==> src/rtl/bss_pkg.sv <==
// Shared types and constants for the boot-strap reset sequencer.
`default_nettype none

package bss_pkg;

  localparam int unsigned TickW   = 10;
  localparam int unsigned CfgIdxW = 3;
  localparam int unsigned ChanW   = 3;
  localparam int unsigned NumChan = 5;

  localparam logic [TickW-1:0] TickMax = {TickW{1'b1}};

  // Register defaults after reset.
  localparam logic [TickW-1:0] PollDefault        = 10'd50;
  localparam logic [TickW-1:0] DebounceDefault    = 10'd50;
  localparam logic [TickW-1:0] EnLowDefault       = 10'd10;
  localparam logic [TickW-1:0] StrapHoldDefault   = 10'd250;
  localparam logic [TickW-1:0] StrapAfterDefault  = 10'd100;
  localparam logic [TickW-1:0] ReleasePollDefault = 10'd100;
  localparam logic [TickW-1:0] SettleDefault      = 10'd200;

  typedef enum logic [CfgIdxW-1:0] {
    REG_POLL         = 3'd0,
    REG_DEBOUNCE     = 3'd1,
    REG_EN_LOW       = 3'd2,
    REG_STRAP_HOLD   = 3'd3,
    REG_STRAP_AFTER  = 3'd4,
    REG_RELEASE_POLL = 3'd5,
    REG_SETTLE       = 3'd6
  } reg_idx_t;

  typedef enum logic [2:0] {
    REQ_NONE     = 3'd0,
    REQ_OTA      = 3'd1,
    REQ_FACTORY  = 3'd2,
    REQ_PROV     = 3'd3,
    REQ_SELF_OTA = 3'd4
  } req_code_t;

  // Channel numbers, also the bit positions in the pending mask.
  localparam logic [ChanW-1:0] ChOta     = 3'd0;
  localparam logic [ChanW-1:0] ChFactory = 3'd1;
  localparam logic [ChanW-1:0] ChProv    = 3'd2;
  localparam logic [ChanW-1:0] ChBoot    = 3'd3;
  localparam logic [ChanW-1:0] ChSelfOta = 3'd4;

  typedef struct packed {
    logic [TickW-1:0] poll_ticks;
    logic [TickW-1:0] debounce_ticks;
    logic [TickW-1:0] en_low_ticks;
    logic [TickW-1:0] strap_hold_ticks;
    logic [TickW-1:0] strap_after_ticks;
    logic [TickW-1:0] release_poll_ticks;
    logic [TickW-1:0] settle_ticks;
  } cfg_t;

  typedef struct packed {
    logic ota_pin;
    logic factory_pin;
    logic prov_pin;
    logic boot_pin;
    logic self_ota_pin;
  } in_data_t;

  typedef struct packed {
    logic       enable_out;
    logic       strap_out;
    logic [2:0] request_code;
    logic       busy_res;
  } out_data_t;

endpackage

`default_nettype wire

==> src/rtl/bss_cfg_regs.sv <==
// Configuration register file for the boot-strap reset sequencer.
`default_nettype none

module bss_cfg_regs (
  input  wire logic                        clk,
  input  wire logic                        rst_n,
  input  wire logic                        cfg_we,
  input  wire logic [bss_pkg::CfgIdxW-1:0] cfg_index,
  input  wire logic [bss_pkg::TickW-1:0]   cfg_wdata,
  output bss_pkg::cfg_t                    cfg
);

  bss_pkg::cfg_t cfg_r;
  bss_pkg::cfg_t cfg_nxt;

  always_comb begin
    cfg_nxt = cfg_r;
    if (cfg_we) begin
      unique case (cfg_index)
        bss_pkg::REG_POLL:         cfg_nxt.poll_ticks         = cfg_wdata;
        bss_pkg::REG_DEBOUNCE:     cfg_nxt.debounce_ticks     = cfg_wdata;
        bss_pkg::REG_EN_LOW:       cfg_nxt.en_low_ticks       = cfg_wdata;
        bss_pkg::REG_STRAP_HOLD:   cfg_nxt.strap_hold_ticks   = cfg_wdata;
        bss_pkg::REG_STRAP_AFTER:  cfg_nxt.strap_after_ticks  = cfg_wdata;
        bss_pkg::REG_RELEASE_POLL: cfg_nxt.release_poll_ticks = cfg_wdata;
        bss_pkg::REG_SETTLE:       cfg_nxt.settle_ticks       = cfg_wdata;
        default:                   cfg_nxt = cfg_r;
      endcase
    end
  end

  always_ff @(posedge clk) begin
    if (!rst_n) begin
      cfg_r.poll_ticks         <= bss_pkg::PollDefault;
      cfg_r.debounce_ticks     <= bss_pkg::DebounceDefault;
      cfg_r.en_low_ticks       <= bss_pkg::EnLowDefault;
      cfg_r.strap_hold_ticks   <= bss_pkg::StrapHoldDefault;
      cfg_r.strap_after_ticks  <= bss_pkg::StrapAfterDefault;
      cfg_r.release_poll_ticks <= bss_pkg::ReleasePollDefault;
      cfg_r.settle_ticks       <= bss_pkg::SettleDefault;
    end else begin
      cfg_r <= cfg_nxt;
    end
  end

  assign cfg = cfg_r;

endmodule

`default_nettype wire

==> src/rtl/bss_seq.sv <==
// Phase state machine, tick counter and pin bookkeeping of the sequencer.
`default_nettype none

module bss_seq (
  input  wire logic               clk,
  input  wire logic               rst_n,
  input  wire logic               step,
  input  wire bss_pkg::in_data_t  pins_in,
  input  wire bss_pkg::cfg_t      cfg,
  output bss_pkg::out_data_t      res
);

  typedef enum logic [7:0] {
    PH_IDLE         = 8'b0000_0001,
    PH_DEBOUNCE     = 8'b0000_0010,
    PH_BOOT_EN_LOW  = 8'b0000_0100,
    PH_BOOT_HOLD    = 8'b0000_1000,
    PH_BOOT_AFTER   = 8'b0001_0000,
    PH_RELEASE_WAIT = 8'b0010_0000,
    PH_NORM_EN_LOW  = 8'b0100_0000,
    PH_SETTLE       = 8'b1000_0000
  } phase_t;

  function automatic logic [2:0] chan_code(input logic [bss_pkg::ChanW-1:0] ch);
    logic [2:0] code;
    unique case (ch)
      bss_pkg::ChOta:     code = bss_pkg::REQ_OTA;
      bss_pkg::ChFactory: code = bss_pkg::REQ_FACTORY;
      bss_pkg::ChProv:    code = bss_pkg::REQ_PROV;
      bss_pkg::ChSelfOta: code = bss_pkg::REQ_SELF_OTA;
      default:            code = bss_pkg::REQ_NONE;
    endcase
    return code;
  endfunction

  phase_t                       phase_r, phase_nxt;
  logic [bss_pkg::TickW-1:0]    tick_r, tick_nxt;
  logic [3:0]                   last_r, last_nxt;
  logic [bss_pkg::NumChan-1:0]  pend_r, pend_nxt;
  logic                         enable_r, enable_nxt;
  logic                         strap_r, strap_nxt;

  logic [bss_pkg::NumChan-1:0]  pins;
  logic [3:0]                   now_levels;
  logic [3:0]                   fell;
  logic [bss_pkg::NumChan-1:0]  pend_poll;
  logic [bss_pkg::NumChan-1:0]  pend_clr;
  logic [bss_pkg::ChanW-1:0]    ch;
  logic [bss_pkg::TickW-1:0]    tick_inc;
  logic [bss_pkg::TickW-1:0]    lim_sel;
  logic [bss_pkg::TickW-1:0]    lim;
  logic                         elapsed;
  logic [2:0]                   code;

  assign pins = {pins_in.self_ota_pin, pins_in.boot_pin, pins_in.prov_pin,
                 pins_in.factory_pin, pins_in.ota_pin};

  assign now_levels = {pins_in.self_ota_pin, pins_in.prov_pin,
                       pins_in.factory_pin, pins_in.ota_pin};
  assign fell       = last_r & ~now_levels;
  assign pend_poll  = pend_r | {fell[3], ~pins_in.boot_pin, fell[2:0]};

  // Lowest marked channel is served first; an empty mask picks channel zero.
  always_comb begin
    ch = '0;
    for (int i = bss_pkg::NumChan - 1; i >= 0; i--) begin
      if (pend_r[i]) begin
        ch = bss_pkg::ChanW'(i);
      end
    end
  end

  assign pend_clr = pend_r & ~(bss_pkg::NumChan'(1) << ch);
  assign tick_inc = (tick_r != bss_pkg::TickMax) ? tick_r + 1'b1 : tick_r;

  always_comb begin
    unique case (phase_r)
      PH_DEBOUNCE:                    lim_sel = cfg.debounce_ticks;
      PH_BOOT_EN_LOW, PH_NORM_EN_LOW: lim_sel = cfg.en_low_ticks;
      PH_BOOT_HOLD:                   lim_sel = cfg.strap_hold_ticks;
      PH_BOOT_AFTER:                  lim_sel = cfg.strap_after_ticks;
      PH_RELEASE_WAIT:                lim_sel = cfg.release_poll_ticks;
      PH_SETTLE:                      lim_sel = cfg.settle_ticks;
      default:                        lim_sel = cfg.poll_ticks;
    endcase
  end

  // A zero interval behaves as a single tick.
  assign lim     = (lim_sel == '0) ? bss_pkg::TickW'(1) : lim_sel;
  assign elapsed = (tick_inc >= lim);

  always_comb begin
    phase_nxt  = phase_r;
    tick_nxt   = tick_inc;
    last_nxt   = last_r;
    pend_nxt   = pend_r;
    enable_nxt = enable_r;
    strap_nxt  = strap_r;
    code       = bss_pkg::REQ_NONE;

    unique case (phase_r)
      PH_DEBOUNCE: begin
        if (elapsed) begin
          tick_nxt = '0;
          if (!pins[ch] && ch == bss_pkg::ChBoot) begin
            enable_nxt = 1'b0;
            phase_nxt  = PH_BOOT_EN_LOW;
          end else begin
            if (!pins[ch]) begin
              code = chan_code(ch);
            end
            pend_nxt  = pend_clr;
            phase_nxt = (pend_clr != '0) ? PH_DEBOUNCE : PH_IDLE;
          end
        end
      end
      PH_BOOT_EN_LOW: begin
        if (elapsed) begin
          strap_nxt = 1'b0;
          tick_nxt  = '0;
          phase_nxt = PH_BOOT_HOLD;
        end
      end
      PH_BOOT_HOLD: begin
        if (elapsed) begin
          enable_nxt = 1'b1;
          tick_nxt   = '0;
          phase_nxt  = PH_BOOT_AFTER;
        end
      end
      PH_BOOT_AFTER, PH_RELEASE_WAIT: begin
        // The boot pin is checked when the strap is released and then on
        // every release poll until it goes high again.
        if (elapsed) begin
          tick_nxt = '0;
          if (phase_r == PH_BOOT_AFTER) begin
            strap_nxt = 1'b1;
          end
          if (!pins_in.boot_pin) begin
            phase_nxt = PH_RELEASE_WAIT;
          end else begin
            enable_nxt = 1'b0;
            phase_nxt  = PH_NORM_EN_LOW;
          end
        end
      end
      PH_NORM_EN_LOW: begin
        if (elapsed) begin
          strap_nxt  = 1'b1;
          enable_nxt = 1'b1;
          tick_nxt   = '0;
          phase_nxt  = PH_SETTLE;
        end
      end
      PH_SETTLE: begin
        if (elapsed) begin
          tick_nxt  = '0;
          pend_nxt  = pend_clr;
          phase_nxt = (pend_clr != '0) ? PH_DEBOUNCE : PH_IDLE;
        end
      end
      default: begin
        phase_nxt = PH_IDLE;
        if (elapsed) begin
          pend_nxt  = pend_poll;
          last_nxt  = now_levels;
          tick_nxt  = '0;
          phase_nxt = (pend_poll != '0) ? PH_DEBOUNCE : PH_IDLE;
        end
      end
    endcase
  end

  always_ff @(posedge clk) begin
    if (!rst_n) begin
      phase_r  <= PH_IDLE;
      tick_r   <= '0;
      last_r   <= '1;
      pend_r   <= '0;
      enable_r <= 1'b1;
      strap_r  <= 1'b1;
    end else if (step) begin
      phase_r  <= phase_nxt;
      tick_r   <= tick_nxt;
      last_r   <= last_nxt;
      pend_r   <= pend_nxt;
      enable_r <= enable_nxt;
      strap_r  <= strap_nxt;
    end
  end

  assign res.enable_out   = enable_nxt;
  assign res.strap_out    = strap_nxt;
  assign res.request_code = code;
  assign res.busy_res     = (phase_nxt != PH_IDLE);

endmodule

`default_nettype wire

==> src/rtl/boot_strap_reset_sequencer.sv <==
// Top level of the boot-strap reset sequencer with its result register.
// Each input transaction is one millisecond tick carrying five active-low pin
// levels; each tick yields exactly one result transaction with the enable and
// strap line levels, a one-tick request code and a busy flag. A tick is
// processed in the cycle it is accepted and its result sits in the output
// register the next cycle, so the block takes one tick per clock cycle as long
// as the result side keeps up; the single output register is the only
// buffering, and input ready drops only while that register is full and not
// being taken. Configuration registers reset to their documented defaults and
// are written through a plain write port; writes to an index past the last
// register are ignored.
`default_nettype none

module boot_strap_reset_sequencer (
  input  wire logic                        clk,
  input  wire logic                        rst_n,
  input  wire logic                        in_valid,
  output      logic                        in_ready,
  input  wire bss_pkg::in_data_t           in_data,
  output      logic                        out_valid,
  input  wire logic                        out_ready,
  output bss_pkg::out_data_t               out_data,
  input  wire logic                        cfg_we,
  input  wire logic [bss_pkg::CfgIdxW-1:0] cfg_index,
  input  wire logic [bss_pkg::TickW-1:0]   cfg_wdata
);

  bss_pkg::cfg_t      cfg;
  bss_pkg::out_data_t res;
  bss_pkg::out_data_t out_data_r;
  logic               out_valid_r, out_valid_nxt;
  logic               step;

  assign in_ready = !out_valid_r || out_ready;
  assign step     = in_valid && in_ready;

  bss_cfg_regs u_cfg_regs (
    .clk       (clk),
    .rst_n     (rst_n),
    .cfg_we    (cfg_we),
    .cfg_index (cfg_index),
    .cfg_wdata (cfg_wdata),
    .cfg       (cfg)
  );

  bss_seq u_seq (
    .clk     (clk),
    .rst_n   (rst_n),
    .step    (step),
    .pins_in (in_data),
    .cfg     (cfg),
    .res     (res)
  );

  always_comb begin
    if (step) begin
      out_valid_nxt = 1'b1;
    end else if (out_ready) begin
      out_valid_nxt = 1'b0;
    end else begin
      out_valid_nxt = out_valid_r;
    end
  end

  always_ff @(posedge clk) begin
    if (!rst_n) begin
      out_valid_r <= 1'b0;
    end else begin
      out_valid_r <= out_valid_nxt;
    end
  end

  always_ff @(posedge clk) begin
    if (step) begin
      out_data_r <= res;
    end
  end

  assign out_valid = out_valid_r;
  assign out_data  = out_data_r;

endmodule

`default_nettype wire

==> config.mk <==
export PLATFORM = sky130hd
export DESIGN_NAME = boot_strap_reset_sequencer
export DESIGN_NICKNAME = d
export VERILOG_FILES = /design/src/rtl/bss_pkg.sv /design/src/rtl/bss_cfg_regs.sv /design/src/rtl/bss_seq.sv /design/src/rtl/boot_strap_reset_sequencer.sv
export SDC_FILE = /design/constraint.sdc
export NUM_CORES = 1
export LEC_CHECK = 0
export ABC_AREA = 1
export BUFFER_PORTS_ARGS = -buffer_cell sky130_fd_sc_hd__buf_4
export CORE_MARGIN = 3
export CORE_UTILIZATION = 45
export DETAILED_ROUTE_END_ITERATION = 10
export PLACE_DENSITY = 0.59
export SETUP_SLACK_MARGIN = 0.4
export SLEW_MARGIN = 10
export SYNTH_ARGS = -nofsm -noshare
export SYNTH_HDL_FRONTEND = slang
export SYNTH_HIERARCHICAL = 1
export SYNTH_SLANG_ARGS = --single-unit
==> constraint.sdc <==
create_clock -name clk -period 3.6 [get_ports clk]
set_clock_uncertainty 0.1 [all_clocks]
set_input_delay 0.54 -clock clk [delete_from_list [all_inputs] [get_ports clk]]
set_output_delay 0.54 -clock clk [all_outputs]
set_load 0.005 [all_outputs]
==> key figures <==
Run status
  – Status: complete, no violations

Worst hold path
  – Hold Path Class: in2reg
  – HP Start: cfg_wdata[2]

Routing
  – DRC: 0
  – Routed vias/inst: 5.311
  – Initial DRC count: 546
  – Total Wirelength: 17,390 um
  – DR vias: 5,901
  – Wirelength per Cell: 15.65 um
  – DRT Pass-1 Iters: 5
  – Routed Antenna Nets: 0

STA
  – Max_slew headroom: 0.4375
  – Final setup viols: 0
  – WHS: 0.3001 ns
  – Post-route setup slack: 0.3610 ns
  – RSZ-0062 raised after global routing: true
  – Tmin final: 3.239 ns
  – Max Fclk: 308.7 MHz
  – Slew Viols, Final: 0
  – Period utilization: 0.8997
  – Worst-Margin Slew: 0.8438 ns
  – Setup TNS Final: 0 ns
  – Final hold vios: 0

Clocking
  – CTS clk-pin slew, worst paths: 0.08 ns
  – CTS tree: built
  – Later-pin clock latency in the skew report: 0.36 ns
  – H-Tree Depth: 3
  – Largest buffer count on any clock path: 2
  – TritonCTS sink count: 106
  – CTS root buffer: clkbuf_16
  – # hold bufs at CTS: 0
  – Total CTS buffers: 9

Critical path
  – Critical Path Fanout Max: 6
  – Worst Setup Start Kind: flop
  – CP Cell Sequence: nor2_4, inv_2, nor2_4, buf_6, nand2_8, nand2_8, nor2_4, nand2_4, nor2_2, nor2_2, buf_4, ha_1, nand2_1, nor2_2, nand2_1, nand3_4, buf_8, nand2_8, nor3b_4, nand2_2, inv_2, nor2_1, nor2_1
  – Max stage delay on crit path: 0.38 ns
  – Crit Reg-Reg Startpoint: u_seq/phase_r[4]
  – Nature of the critical path endpoint: flop
  – Crit. Startpoint: u_seq/phase_r[4]
  – Slowest CP cell: dfxtp_2
  – CP Class: reg2reg
  – Critical Path RT: 3.79 ns
  – Worst EP arrival: 3.43 ns

Global route
  – Pin count of the biggest net entering global routing: 82
  – Gr usage total: 0.2280
  – Grt ovf: 0
  – Vias in the first global route: 5,314
  – Initial antenna violation count: 0
  – First-pass GRT wire length: 26,100 um

Floorplanning
  – CORE AREA: 12,260 sq um
  – Starting Density: 0.4699
  – Die H: 119.2 um
  – Die width: 119.2 um
  – Die area: 14,200 sq um
  – IO Pins: 31
  – Core Rows: 40

Place
  – Placed cell areas: 6096 sq um
  – GPL Wtd Cong: 0.8749
  – Hpwl dp: 11,150 um
  – Pre-CTS setup slack: 0.1407 ns
  – PortBufs: 30

Yosys
  – Seq/Total Area, Yosys: 0.3787
  – Syn_nets: 918
  – Main combinational cell family by area after synthesis: simple AND/OR/NAND/NOR gates
  – Ys Warns: 6
  – Post-synthesis mux area share: 0
  – Syn Area/Cell: 6.518 sq um
  – Post-synthesis compound-gate area fraction: 0.07036
  – Synth Area in XOR/XNOR: 0.006080
  – Synthesized cell area: 5762 sq um
  – Mapped Cells: 884
  – Adder-cell share of the synthesized area: 0.02389
  – Unique masters post-synth: 38
  – FF+latch count, synth: 106
  – Post-synthesis simple-gate area fraction: 0.4317

Power and ir drop
  – Pleak: 3.362 nW
  – Pwr per Cell Area: 362.2 nW/um^2
  – Peak supply drop: 0.0002285 V

Layout
  – Final Util: 0.5849
  – Antenna Cells: 0
  – Layout area overhead: 24.47%
  – Fraction of layout cells with a size suffix above 1: 0.2206
  – Design area: 7172 sq um
  – Layout Nets: 972

Flow run
  – Max-cap violations: 0
-- layout make-up --
class,instances,area [sq um]
tap,168,210.2
clock inverter,7,68.82
sequential,106,2202
timing repair buffer,74,664.4
multi-input combinational,657,3446
fill,1180,5090
inverter,90,355.3
clock buffer,9,225.2
-- logic make-up (layout without fill, tap and decap cells) --
| logic type | Yosys count | after routing |
|---|---|---|
| adder cells (fa/ha/maj) | 11 | 11 |
| AND/OR/NAND/NOR | 567 | 569 |
| XOR/XNOR | 4 | 4 |
| flip-flops | 106 | 106 |
| buffers and inverters | 123 | 180 |
| AO/OA/AOI/OAI | 73 | 73 |
-- per-stage QoR --
step | total power [mW] | instances
floorplan | 1.464 | 884
global placement | 1.551 | 1059
detailed placement | 1.556 | 1059
CTS | 2.570 | 1083
global route | 2.702 | 1111
finish | 2.598 | 1111
-- synth_stat cells, drive strengths merged --
cell     number  area, sq um
o221ai        1        8.760
ha           11        137.6
xor2          3        26.28
o2111ai       1        8.760
nor3          8        61.31
a21o          1        7.510
o32ai         1        8.760
a21oi        39        198.9
buf          23        138.9
clkbuf       10        37.54
nor3b         2        20.02
o211ai        4        30.03
edfxtp        6        180.2
nor2        169        724.4
dfxtp       100         2002
nand3       128        650.6
nand4         4        25.02
o31ai         2        15.01
clkinv        2        7.510
xnor2         1        8.760
nand2       255        999.7
and3          1        6.260
inv          88        330.3
a2111oi       2        17.52
o21ai        22        110.1
-- critical path, delay by kind of cell, from the launching register on --
kind,cells,cell delay (ns)
flops,1,0.38
buf+inv,5,0.61
fa+ha+maj,1,0.28
simple gates,17,1.80
-- registers in the layout (all words and copies together) (netlist names) --
| register | count |
|---|---|
| u_cfg_regs/cfg | 70 |
| u_seq/tick_r | 10 |
| u_seq/phase_r | 8 |
| out_data | 6 |
| u_seq/pend_r | 5 |
| u_seq/last_r | 4 |
| out_valid | 1 |
| u_seq/enable_r | 1 |
| u_seq/strap_r | 1 |
-- layer usage --
layer | part of all wire | up-vias | track usage
li1 | - | 2922 | -
met1 | 0.43 | 2760 | 0.2934
met2 | 0.49 | 193 | 0.3804
met3 | 0.057 | 26 | 0.04891
met4 | 0.023 | 0 | 0.07386
met5 | 0 | - | 0
-- placed cells by master, fill, tap and decap left out, drive strengths merged, types with 2 or more instances in the layout --
master / instances
a2111oi: 2
a21oi: 39
buf: 73
clkbuf: 10
clkinv: 2
clkinvlp: 2
dfxtp: 100
edfxtp: 6
ha: 11
inv: 93
nand2: 256
nand3: 128
nand4: 4
nor2: 170
nor3: 8
nor3b: 2
o211ai: 4
o21ai: 22
o31ai: 2
xor2: 3
-- final timing paths --
check | end | slack [ns] | depth (start not counted)
max reg2reg | u_seq/pend_r[3] | 0.36 | 23
min | u_cfg_regs/cfg[22] | 0.30 | 3
max | u_seq/pend_r[3] | 0.36 | 23
min reg2reg | u_seq/strap_r | 0.36 | 2
-- where the power goes --
part / internal [mW] / leakage [nW] / switching (mW)
Sequential: 1.22 / 0.876 / 0.0245
Combinational: 0.133 / 2.35 / 0.222
Clock: 0.492 / 0.140 / 0.505
-- timing repair --
item,CTS,global route
endpoints found under the setup margin,33,35
pin swaps,14,45
gates cloned,3,3
resized for setup,38,102
setup buffers,5,25
(Power assumes the default switching activity.)
